===== config.mk =====
export PLATFORM = sky130hd
export DESIGN_NAME = modbus_rtu_master_transaction
export DESIGN_NICKNAME = d
export VERILOG_FILES = /design/src/sv/mbrt_pkg.sv /design/src/sv/mbrt_ram.sv /design/src/sv/modbus_rtu_master_transaction.sv
export SDC_FILE = /design/constraint.sdc
export NUM_CORES = 1
export LEC_CHECK = 0
export BUFFER_PORTS_ARGS = -buffer_cell sky130_fd_sc_hd__buf_2
export CORE_MARGIN = 2
export CORE_UTILIZATION = 30
export CTS_CLUSTER_DIAMETER = 100
export DETAILED_ROUTE_END_ITERATION = 16
export PLACE_DENSITY_LB_ADDON = 0.05
export SYNTH_ARGS = -nofsm -noshare
export SYNTH_HDL_FRONTEND = slang
export SYNTH_HIERARCHICAL = 1
export SYNTH_SLANG_ARGS = --single-unit

===== constraint.sdc =====
create_clock -name clk -period 13.7 [get_ports clk]
set_input_delay 0.685 -clock clk [delete_from_list [all_inputs] [get_ports clk]]
set_output_delay 0.685 -clock clk [all_outputs]
set_load 0.02 [all_outputs]

===== src/sv/mbrt_pkg.sv =====
// shared types, constants and crc helper for the modbus rtu master transaction block
package mbrt_pkg;

	localparam int MAX_FRAME = 32;
	localparam int ADDR_W = $clog2(MAX_FRAME);
	localparam int CNT_W = $clog2(MAX_FRAME + 1);
	localparam int APB_ADDR_W = 3;

	localparam logic [7:0] MAX_DATA_LEN = 8'(MAX_FRAME - 4);
	localparam logic [7:0] SLAVE_ADDR = 8'hFE;
	localparam logic [7:0] EXC_BIT = 8'h80;
	localparam logic [15:0] CRC_POLY = 16'hA001;
	localparam logic [15:0] CRC_LSB = 16'h0001;
	localparam logic [15:0] CRC_INIT = 16'hFFFF;
	localparam logic [15:0] TIMEOUT_RESET = 16'd1000;

	// register select bit of paddr
	localparam logic REG_TIMEOUT = 1'b0;

	localparam logic [1:0] REQ_START = 2'd0;
	localparam logic [1:0] REQ_PAYLOAD = 2'd1;
	localparam logic [1:0] REQ_RX = 2'd2;
	localparam logic [1:0] REQ_TICK = 2'd3;

	localparam logic [1:0] KIND_TX = 2'd0;
	localparam logic [1:0] KIND_STATUS = 2'd1;
	localparam logic [1:0] KIND_DATA = 2'd2;

	localparam logic [2:0] STAT_OK = 3'd0;
	localparam logic [2:0] STAT_BAD_ADDR = 3'd1;
	localparam logic [2:0] STAT_FUNC = 3'd2;
	localparam logic [2:0] STAT_CRC = 3'd3;
	localparam logic [2:0] STAT_EXC = 3'd4;
	localparam logic [2:0] STAT_TIMEOUT = 3'd5;
	localparam logic [2:0] STAT_SIZE = 3'd6;
	localparam logic [2:0] STAT_OVERFLOW = 3'd7;

	typedef enum logic [3:0] {
		S_IDLE,
		S_CRC,
		S_FEED_FUNC,
		S_TX_ADDR,
		S_TX_FUNC,
		S_TX_DATA,
		S_TX_CRC_LO,
		S_TX_CRC_HI,
		S_STATUS,
		S_RD_REQ,
		S_RD_EMIT
	} state_t;

	typedef struct packed {
		logic [1:0] req_type;
		logic [7:0] fcode;
		logic [7:0] payload_length;
		logic [7:0] response_length;
		logic [7:0] data_byte;
	} req_item_t;

	typedef struct packed {
		logic [1:0] out_kind;
		logic [7:0] out_byte;
		logic [2:0] status;
		logic [7:0] exception_code;
		logic       last;
	} rsp_item_t;

	// one bit step of the reflected crc-16/modbus
	function automatic logic [15:0] crc_bit(input logic [15:0] crc);
		logic [15:0] sh;
		sh = crc >> 1;
		if ((crc & CRC_LSB) != 16'h0000) begin
			return sh ^ CRC_POLY;
		end
		return sh;
	endfunction

endpackage


===== src/sv/mbrt_ram.sv =====
// generic single write port ram with registered read
module mbrt_ram #(
	parameter int WIDTH = 8,
	parameter int DEPTH = 32
) (
	input  logic                     clk,
	input  logic                     we,
	input  logic [$clog2(DEPTH)-1:0] waddr,
	input  logic [WIDTH-1:0]         wdata,
	input  logic                     re,
	input  logic [$clog2(DEPTH)-1:0] raddr,
	output logic [WIDTH-1:0]         rdata
);

	logic [WIDTH-1:0] mem [DEPTH];

	always_ff @(posedge clk) begin
		if (we) begin
			mem[waddr] <= wdata;
		end
		if (re) begin
			rdata <= mem[raddr];
		end
	end

endmodule


===== src/sv/modbus_rtu_master_transaction.sv =====
// modbus rtu master: one request/response transaction with crc-16/modbus
//
// items enter on req (valid/ready) and results leave on rsp (valid/ready).
// a start item sends address 0xFE and the function code; payload items send
// their byte; after the last payload byte the crc goes out low byte first.
// received line bytes are checked for address, function or exception form
// and crc; the block then reports a status, followed on success by the
// response data bytes. tick items advance the timeout count (timeout_ticks,
// written over the apb port, reset value 1000).
// the crc is run one bit per cycle on a single shared crc unit. a start
// item runs the crc over the address, feeds in the function code and runs
// the crc again before the address and function code go out; a payload
// item runs its byte through the crc before the byte goes out; a received
// byte other than the two crc bytes is run through the crc. a successful
// response streams its data bytes out of the receive buffer ram, each one
// read and then output. req_ready is high only while the sequencer is idle.
// a finished result waits in the output register when rsp_ready is low and
// the next item can still be accepted once the sequencer is idle.
// reset clears the sequencer and transaction state and sets timeout_ticks to
// 1000; the receive buffer needs no clearing.
module modbus_rtu_master_transaction
	import mbrt_pkg::*;
(
	input  logic                  clk,
	input  logic                  arst_n,
	input  logic                  psel,
	input  logic                  penable,
	input  logic                  pwrite,
	input  logic [APB_ADDR_W-1:0] paddr,
	input  logic [31:0]           pwdata,
	output logic [31:0]           prdata,
	output logic                  pready,
	input  logic                  req_valid,
	output logic                  req_ready,
	input  req_item_t             req,
	output logic                  rsp_valid,
	input  logic                  rsp_ready,
	output rsp_item_t             rsp
);

	state_t state_q, state_d, ret_q, dec_state, dec_ret;

	logic [2:0]       bit_cnt_q;
	logic [15:0]      crc_q, dec_crc;
	logic             busy_q;
	logic [7:0]       func_q, elen_q, prem_q, byte_q;
	logic [CNT_W-1:0] rcount_q;
	logic [15:0]      elapsed_q, elapsed_inc, timeout_q;
	logic             rx_exc_q;
	logic [7:0]       crc_lo_q, b2_q, exc_code_q, rd_left_q;
	logic [2:0]       status_q, dec_status;
	logic [7:0]       dec_code;
	logic [ADDR_W-1:0] rd_ptr_q;
	logic             rsp_valid_q;
	rsp_item_t        rsp_q, emit_item;

	logic       fire, size_bad, rx_full, rx_take, emit_req, emit, out_free, rd_more;
	logic       ram_we, ram_re;
	logic [7:0] ram_rdata;
	logic [8:0] idx9, tgt9;

	// configuration port
	assign pready = 1'b1;
	assign prdata = (paddr[2] == REG_TIMEOUT) ? {16'h0000, timeout_q} : 32'h0;

	always_ff @(posedge clk or negedge arst_n) begin
		if (!arst_n) begin
			timeout_q <= TIMEOUT_RESET;
		end else if (psel && penable && pwrite && paddr[2] == REG_TIMEOUT) begin
			timeout_q <= pwdata[15:0];
		end
	end

	assign req_ready = (state_q == S_IDLE);
	assign fire      = req_valid && req_ready;

	assign size_bad = (req.response_length > MAX_DATA_LEN) ||
	                  (req.payload_length > MAX_DATA_LEN);
	assign rx_full  = (rcount_q >= CNT_W'(MAX_FRAME));
	assign rx_take  = busy_q && (prem_q == 8'd0) && !rx_full;
	assign idx9     = 9'(rcount_q);
	assign tgt9     = rx_exc_q ? 9'd5 : ({1'b0, elen_q} + 9'd4);
	assign elapsed_inc = (elapsed_q == 16'hFFFF) ? elapsed_q : elapsed_q + 16'd1;
	assign rd_more  = (status_q == STAT_OK) && (elen_q != 8'd0);

	// what an accepted item does
	always_comb begin
		dec_state  = S_IDLE;
		dec_ret    = S_IDLE;
		dec_status = STAT_OK;
		dec_code   = 8'h00;
		dec_crc    = crc_q;
		case (req.req_type)
			REQ_START: begin
				if (size_bad) begin
					dec_state  = S_STATUS;
					dec_status = STAT_SIZE;
				end else begin
					dec_state = S_CRC;
					dec_crc   = CRC_INIT ^ {8'h00, SLAVE_ADDR};
					dec_ret   = S_FEED_FUNC;
				end
			end
			REQ_PAYLOAD: begin
				if (busy_q && prem_q != 8'd0) begin
					dec_state = S_CRC;
					dec_crc   = crc_q ^ {8'h00, req.data_byte};
					dec_ret   = S_TX_DATA;
				end
			end
			REQ_RX: begin
				if (busy_q && prem_q == 8'd0) begin
					if (rx_full) begin
						dec_state  = S_STATUS;
						dec_status = STAT_OVERFLOW;
					end else if (idx9 == 9'd0) begin
						if (req.data_byte != SLAVE_ADDR) begin
							dec_state  = S_STATUS;
							dec_status = STAT_BAD_ADDR;
						end else begin
							dec_state = S_CRC;
							dec_crc   = crc_q ^ {8'h00, req.data_byte};
						end
					end else if (idx9 == 9'd1) begin
						if (req.data_byte != func_q && req.data_byte != (func_q | EXC_BIT)) begin
							dec_state  = S_STATUS;
							dec_status = STAT_FUNC;
						end else begin
							dec_state = S_CRC;
							dec_crc   = crc_q ^ {8'h00, req.data_byte};
						end
					end else if (idx9 < tgt9 - 9'd2) begin
						dec_state = S_CRC;
						dec_crc   = crc_q ^ {8'h00, req.data_byte};
					end else if (idx9 == tgt9 - 9'd2) begin
						dec_state = S_IDLE;
					end else if ({req.data_byte, crc_lo_q} != crc_q) begin
						dec_state  = S_STATUS;
						dec_status = STAT_CRC;
					end else if (rx_exc_q) begin
						dec_state  = S_STATUS;
						dec_status = STAT_EXC;
						dec_code   = b2_q;
					end else begin
						dec_state  = S_STATUS;
						dec_status = STAT_OK;
					end
				end
			end
			default: begin
				if (busy_q && elapsed_inc > timeout_q) begin
					dec_state  = S_STATUS;
					dec_status = STAT_TIMEOUT;
				end
			end
		endcase
	end

	assign out_free = !rsp_valid_q || rsp_ready;
	assign emit     = emit_req && out_free;

	// next state
	always_comb begin
		state_d = state_q;
		unique case (state_q)
			S_IDLE:      if (req_valid) state_d = dec_state;
			S_CRC:       if (bit_cnt_q == 3'd7) state_d = ret_q;
			S_FEED_FUNC: state_d = S_CRC;
			S_TX_ADDR:   if (emit) state_d = S_TX_FUNC;
			S_TX_FUNC,
			S_TX_DATA:   if (emit) state_d = (prem_q == 8'd0) ? S_TX_CRC_LO : S_IDLE;
			S_TX_CRC_LO: if (emit) state_d = S_TX_CRC_HI;
			S_TX_CRC_HI: if (emit) state_d = S_IDLE;
			S_STATUS:    if (emit) state_d = rd_more ? S_RD_REQ : S_IDLE;
			S_RD_REQ:    state_d = S_RD_EMIT;
			S_RD_EMIT:   if (emit) state_d = (rd_left_q == 8'd1) ? S_IDLE : S_RD_REQ;
			default:     state_d = S_IDLE;
		endcase
	end

	// outputs of the sequencer
	always_comb begin
		emit_req  = 1'b0;
		emit_item = '0;
		ram_re    = 1'b0;
		unique case (state_q)
			S_TX_ADDR: begin
				emit_req           = 1'b1;
				emit_item.out_kind = KIND_TX;
				emit_item.out_byte = SLAVE_ADDR;
			end
			S_TX_FUNC: begin
				emit_req           = 1'b1;
				emit_item.out_kind = KIND_TX;
				emit_item.out_byte = func_q;
				emit_item.last     = (prem_q != 8'd0);
			end
			S_TX_DATA: begin
				emit_req           = 1'b1;
				emit_item.out_kind = KIND_TX;
				emit_item.out_byte = byte_q;
				emit_item.last     = (prem_q != 8'd0);
			end
			S_TX_CRC_LO: begin
				emit_req           = 1'b1;
				emit_item.out_kind = KIND_TX;
				emit_item.out_byte = crc_q[7:0];
			end
			S_TX_CRC_HI: begin
				emit_req           = 1'b1;
				emit_item.out_kind = KIND_TX;
				emit_item.out_byte = crc_q[15:8];
				emit_item.last     = 1'b1;
			end
			S_STATUS: begin
				emit_req                 = 1'b1;
				emit_item.out_kind       = KIND_STATUS;
				emit_item.status         = status_q;
				emit_item.exception_code = exc_code_q;
				emit_item.last           = !rd_more;
			end
			S_RD_REQ: ram_re = 1'b1;
			S_RD_EMIT: begin
				emit_req           = 1'b1;
				emit_item.out_kind = KIND_DATA;
				emit_item.out_byte = ram_rdata;
				emit_item.last     = (rd_left_q == 8'd1);
			end
			default: emit_req = 1'b0;
		endcase
	end

	assign ram_we = fire && (req.req_type == REQ_RX) && rx_take;

	mbrt_ram #(
		.WIDTH(8),
		.DEPTH(MAX_FRAME)
	) u_rx_buf (
		.clk  (clk),
		.we   (ram_we),
		.waddr(rcount_q[ADDR_W-1:0]),
		.wdata(req.data_byte),
		.re   (ram_re),
		.raddr(rd_ptr_q),
		.rdata(ram_rdata)
	);

	always_ff @(posedge clk or negedge arst_n) begin
		if (!arst_n) begin
			state_q <= S_IDLE;
		end else begin
			state_q <= state_d;
		end
	end

	// transaction state and the shared crc unit
	always_ff @(posedge clk or negedge arst_n) begin
		if (!arst_n) begin
			ret_q      <= S_IDLE;
			bit_cnt_q  <= 3'd0;
			crc_q      <= CRC_INIT;
			busy_q     <= 1'b0;
			func_q     <= 8'h00;
			elen_q     <= 8'h00;
			prem_q     <= 8'h00;
			byte_q     <= 8'h00;
			rcount_q   <= '0;
			elapsed_q  <= 16'h0000;
			rx_exc_q   <= 1'b0;
			crc_lo_q   <= 8'h00;
			b2_q       <= 8'h00;
			status_q   <= STAT_OK;
			exc_code_q <= 8'h00;
			rd_ptr_q   <= '0;
			rd_left_q  <= 8'h00;
		end else begin
			case (state_q)
				S_IDLE: begin
					if (req_valid) begin
						byte_q    <= req.data_byte;
						crc_q     <= dec_crc;
						ret_q     <= dec_ret;
						bit_cnt_q <= 3'd0;
						if (dec_state == S_STATUS) begin
							busy_q     <= 1'b0;
							status_q   <= dec_status;
							exc_code_q <= dec_code;
							rd_ptr_q   <= ADDR_W'(2);
							rd_left_q  <= elen_q;
						end
						case (req.req_type)
							REQ_START: begin
								if (!size_bad) begin
									busy_q    <= 1'b1;
									func_q    <= req.fcode;
									elen_q    <= req.response_length;
									prem_q    <= req.payload_length;
									rcount_q  <= '0;
									elapsed_q <= 16'h0000;
								end
							end
							REQ_PAYLOAD: begin
								if (busy_q && prem_q != 8'd0) begin
									prem_q <= prem_q - 8'd1;
								end
							end
							REQ_RX: begin
								if (rx_take) begin
									rcount_q <= rcount_q + CNT_W'(1);
									if (idx9 == 9'd1) begin
										rx_exc_q <= (req.data_byte == (func_q | EXC_BIT));
									end
									if (idx9 == 9'd2) begin
										b2_q <= req.data_byte;
									end
									if (idx9 == tgt9 - 9'd2) begin
										crc_lo_q <= req.data_byte;
									end
								end
							end
							default: begin
								if (busy_q) begin
									elapsed_q <= elapsed_inc;
								end
							end
						endcase
					end
				end
				S_CRC: begin
					crc_q     <= crc_bit(crc_q);
					bit_cnt_q <= bit_cnt_q + 3'd1;
				end
				S_FEED_FUNC: begin
					crc_q     <= crc_q ^ {8'h00, func_q};
					ret_q     <= S_TX_ADDR;
					bit_cnt_q <= 3'd0;
				end
				S_TX_CRC_HI: begin
					// receiver crc starts fresh once the request is out
					if (emit) begin
						crc_q <= CRC_INIT;
					end
				end
				S_RD_EMIT: begin
					if (emit) begin
						rd_ptr_q  <= rd_ptr_q + ADDR_W'(1);
						rd_left_q <= rd_left_q - 8'd1;
					end
				end
				default: begin
				end
			endcase
		end
	end

	// output register
	always_ff @(posedge clk or negedge arst_n) begin
		if (!arst_n) begin
			rsp_valid_q <= 1'b0;
		end else if (emit) begin
			rsp_valid_q <= 1'b1;
		end else if (rsp_ready) begin
			rsp_valid_q <= 1'b0;
		end
	end

	always_ff @(posedge clk) begin
		if (emit) begin
			rsp_q <= emit_item;
		end
	end

	assign rsp_valid = rsp_valid_q;
	assign rsp       = rsp_q;

	a_status_not_busy: assert property (@(posedge clk) disable iff (!arst_n)
		state_q == S_STATUS |-> !busy_q)
		else $error("status reported while transaction still open");

	a_rd_left_nonzero: assert property (@(posedge clk) disable iff (!arst_n)
		state_q == S_RD_EMIT |-> rd_left_q != 8'd0)
		else $error("data readout with nothing left");

	a_rcount_bound: assert property (@(posedge clk) disable iff (!arst_n)
		rcount_q <= CNT_W'(MAX_FRAME))
		else $error("receive count beyond frame size");

	a_crc_eight_steps: assert property (@(posedge clk) disable iff (!arst_n)
		state_q == S_CRC && bit_cnt_q == 3'd7 |=> state_q != S_CRC)
		else $error("crc unit ran past one byte");

	a_tx_data_busy: assert property (@(posedge clk) disable iff (!arst_n)
		state_q == S_TX_DATA |-> busy_q)
		else $error("payload byte sent outside a transaction");

endmodule

==> results list <==
* Post-route fraction of the period consumed by the critical path: 40.5%
- Async SR Flop Fraction: 32.7%
- Across the run, the number of max-cap violations was 0.
- The most used flip-flop cell after synthesis is sky130_fd_sc_hd__edfxtp_1.
- Entering global routing, the biggest net connects 92 pins.
- Along the worst path, the maximum fanout reaches 21.
- The tree built by TritonCTS fans out to 425 sinks.
* Die H: 261 um
* DRC Markers: 0
* Pwr dens: 169 nW/um2
* Global-route wire length before repair: 82700 um
- Outcome: complete, no violations
- Final hold slack: 0.203 ns
- CP Capture Type: flop
* Most area-hungry cell type in the Yosys netlist: sky130_fd_sc_hd__edfxtp_1
- In this run the worst hold path is classified as in -> async.
* Clock Tree Root: sky130_fd_sc_hd__clkbuf_16
- Number of warnings printed during yosys synthesis: 6
- Routed len/inst: 22.8 um
- The number of global-route vias before repair came to 12400.
- Share of post-route cells with drive strength above 1: 23.3%
- Leading cell type in the layout, fill and taps excluded: sky130_fd_sc_hd__edfxtp_1
* Number of rows created at floorplan: 94
* Startpoint kind of the worst setup timing path: flop
* Fmax achieved: 0.180 GHz
- Synthesis-stage register bit count: 425
* Distinct cell type count after synthesis: 79
- Die width: 261 um
- Number of endpoints with negative hold slack in the final report: 0
* Sequential fraction of the synthesis area: 61.0%
- Clock slew at the register clock pins of the worst setup and hold paths: 0.06 ns
- Post-CTS Setup Bufs: 0
* Overall via count from detail_route: 12200
- Initial core utilization: 30.2%
- Cell area after synthesis: 19800 um2
- Max VDD drop: 0.100 mV
* Class of the most critical setup path: reg -> reg
- Area share of the largest cell type after synthesis: 43.3%
- Worst Reg2Reg Path Length in Cells: 17
- Via density: 5.02
- Cell count after synthesis: 1423
- Port Buffers: 97
- Post-layout nets: 1638
- For the pin with the worst max-slew slack, the measured transition is 1.13 ns.
- After clock tree synthesis, the flow added hold-fix buffers numbering 0.
* Number of enable flip-flop cells after synthesis: 286
- Routed Antenna Nets: 0
- RSZ-0062 raised after global routing: no
- Number of detailed-route iterations in the first pass: 5
- Maximum count of clock buffers along a single path: 3
* Count of routing violations after the opening detailed-route iteration: 876
- Global-route usage over all layers: 16.4%
- Drt total wl: 55300 um
* Headroom to the max-slew limit: 24.6%
* Overall overflow remaining after global route: 0
- TritonCTS built the clock tree.
- Area of the core region: 65600 um2
* Arrival time of data at the critical path endpoint: 6.01 ns
- In the final timing run, aggregate negative setup slack is 0 ns.
- Die Outline Area: 68100 um2
* Cells resized by post-CTS repair: 0
* Ports placed on the boundary: 133
- The congestion estimate from routability-driven global placement came to 0.793.
* Num CTS Buffers: 48
- Each instance of the synthesized netlist takes up on average 13.9 um2.
* Antenna Cells: 0
* Area added between synthesis and finish: 14.5%
- Min cycle time layout: 5.55 ns
- Post-DP HPWL: 37000 um
- Setup violations remaining at the end of the flow were counted as 0.
- Summed over all cells, the static leakage comes to 8.28 nW.
- Commonest cells after routing, fill and taps aside: sky130_fd_sc_hd__edfxtp_1, sky130_fd_sc_hd__nor2_1, sky130_fd_sc_hd__dfrtp_1, sky130_fd_sc_hd__buf_2, sky130_fd_sc_hd__nand2_1
* Skew final: 0.0244 ns
- For the worst setup path, the data required time is 14.16 ns.
- Clk Latency, worst-skew pair: 0.60 ns
* Leading cell types by total area after synthesis: sky130_fd_sc_hd__edfxtp_1, sky130_fd_sc_hd__dfrtp_1, sky130_fd_sc_hd__mux4_2, sky130_fd_sc_hd__mux2_2, sky130_fd_sc_hd__dfstp_2
* Number of antenna violations at the first check in global routing: 0
- The number of slew-limit violations in the final report was 0.
- The H-tree was split into 2 levels.
[through the flow]
| stage | cells | setup WS (ns) | power (mW) | util [%] | cell area (um2) |
|---|---|---|---|---|---|
| after detailed placement | 2336 | 8.20 | 2.62 | 32.3 | 21200 |
| after global placement | 2336 | 8.25 | 2.61 | 32.3 | 21200 |
| after global routing | 2423 | 7.89 | 4.04 | 34.6 | 22700 |
| after CTS | 2423 | 8.13 | 3.89 | 34.6 | 22700 |
| after floorplan | 1438 | 9.40 | 2.29 | - | 19900 |
| final | 2423 | 8.15 | 3.83 | 34.6 | 22700 |
[final timing paths]
| check | startpoint | to | slack [ns] |
|---|---|---|---|
| worst max-delay path | elapsed_q[3]$_DFFE_PN0P_ | status_q[1]$_DFFE_PN0P_ | 8.15 |
| min in group clk | req[28] | func_q[4]$_DFFE_PN0P_ | 0.32 |
| worst min-delay path | arst_n | prem_q[0]$_DFFE_PN0P_ | 0.20 |
| worst max register to register | elapsed_q[3]$_DFFE_PN0P_ | status_q[1]$_DFFE_PN0P_ | 8.15 |
| max in group asynchronous | arst_n | exc_code_q[7]$_DFFE_PN0P_ | 12.21 |
| worst min register to register | b2_q[0]$_DFFE_PN0P_ | exc_code_q[0]$_DFFE_PN0P_ | 0.49 |
[flip-flops by register name, summed over array words and instances, names as in the netlist, 16 cells and up]
register and flops:
elapsed_q 16, u_rx_buf/mem 256, rsp 22, crc_q 16, timeout_q 16
[layer usage]
layer	vias up	global-route usage, %	share of wire [%]
met4	0	4.80	2.4
li1	5588	-	-
met2	259	26.2	46
met1	6239	23.2	47
met5	-	0	0
met3	74	2.37	3.8
[area by class of cell]
| cell class | count | area, um2 |
|---|---|---|
| inverter | 46 | 173 |
| clock inverter | 23 | 209 |
| fill | 6431 | 42900 |
| sequential | 425 | 12100 |
| clock buffer | 64 | 1280 |
| tap | 864 | 1080 |
| timing repair buffer | 119 | 657 |
| multi-input combinational | 882 | 7190 |
[synthesized netlist by cell type, types with 8 or more instances]
| library cell | count |
|---|---|
| sky130_fd_sc_hd__mux4_2 | 86 |
| sky130_fd_sc_hd__buf_4 | 23 |
| sky130_fd_sc_hd__buf_1 | 11 |
| sky130_fd_sc_hd__clkbuf_1 | 46 |
| sky130_fd_sc_hd__a21oi_1 | 38 |
| sky130_fd_sc_hd__nand3_1 | 27 |
| sky130_fd_sc_hd__nor2b_1 | 19 |
| sky130_fd_sc_hd__dfrtp_1 | 117 |
| sky130_fd_sc_hd__nor2_1 | 118 |
| sky130_fd_sc_hd__mux2_2 | 57 |
| sky130_fd_sc_hd__nor4_1 | 8 |
| sky130_fd_sc_hd__ha_1 | 40 |
| sky130_fd_sc_hd__and3b_1 | 10 |
| sky130_fd_sc_hd__a22o_1 | 22 |
| sky130_fd_sc_hd__edfxtp_1 | 286 |
| sky130_fd_sc_hd__xor2_1 | 11 |
| sky130_fd_sc_hd__and2_1 | 8 |
| sky130_fd_sc_hd__nand2_1 | 93 |
| sky130_fd_sc_hd__o21ai_0 | 74 |
| sky130_fd_sc_hd__and3_1 | 15 |
| sky130_fd_sc_hd__o22a_1 | 10 |
| sky130_fd_sc_hd__nor3_1 | 16 |
| sky130_fd_sc_hd__inv_1 | 45 |
| sky130_fd_sc_hd__o22ai_1 | 10 |
| sky130_fd_sc_hd__a31oi_1 | 17 |
| sky130_fd_sc_hd__or3_1 | 15 |
| sky130_fd_sc_hd__dfstp_2 | 22 |
| sky130_fd_sc_hd__nand4_1 | 13 |
| sky130_fd_sc_hd__xnor2_1 | 38 |
| sky130_fd_sc_hd__nand2b_1 | 11 |
[cells by family after synthesis]
family	after synthesis	synth area share [%]
xor+xnor	49	2.17
simple gates	383	9.65
fa+ha+maj	41	2.58
mux	154	13.6
flops	425	61.0
buf+inv	131	3.01
other cells	2	0.0379
compound gates	238	7.93
[worst max-delay path, cell delays in order (launching register included)]
cell                      delay (ns)
sky130_fd_sc_hd__dfrtp_1        0.47
sky130_fd_sc_hd__and4_1         0.27
sky130_fd_sc_hd__nand4_1        0.17
sky130_fd_sc_hd__or3_1          0.40
sky130_fd_sc_hd__nor2_1         0.39
sky130_fd_sc_hd__nor2_1         0.19
sky130_fd_sc_hd__and2_1         0.21
sky130_fd_sc_hd__xor2_1         0.15
sky130_fd_sc_hd__ha_1           0.32
sky130_fd_sc_hd__o21ai_0        0.09
sky130_fd_sc_hd__a211o_1        0.29
sky130_fd_sc_hd__a31oi_1        0.19
sky130_fd_sc_hd__o31a_1         0.36
sky130_fd_sc_hd__or3_1          0.16
sky130_fd_sc_hd__a31o_2         0.11
sky130_fd_sc_hd__or4b_4         0.57
sky130_fd_sc_hd__or2_1          0.62
sky130_fd_sc_hd__o31a_1         0.43
[power breakdown]
part	leakage [nW]	total [mW]	switching, mW	internal, mW
Sequential	4.33	1.68	0.143	1.53
Combinational	3.23	0.906	0.530	0.376
Clock	0.720	1.24	0.531	0.713
Total	8.28	3.83	1.20	2.62
(Power assumes the default switching activity.)
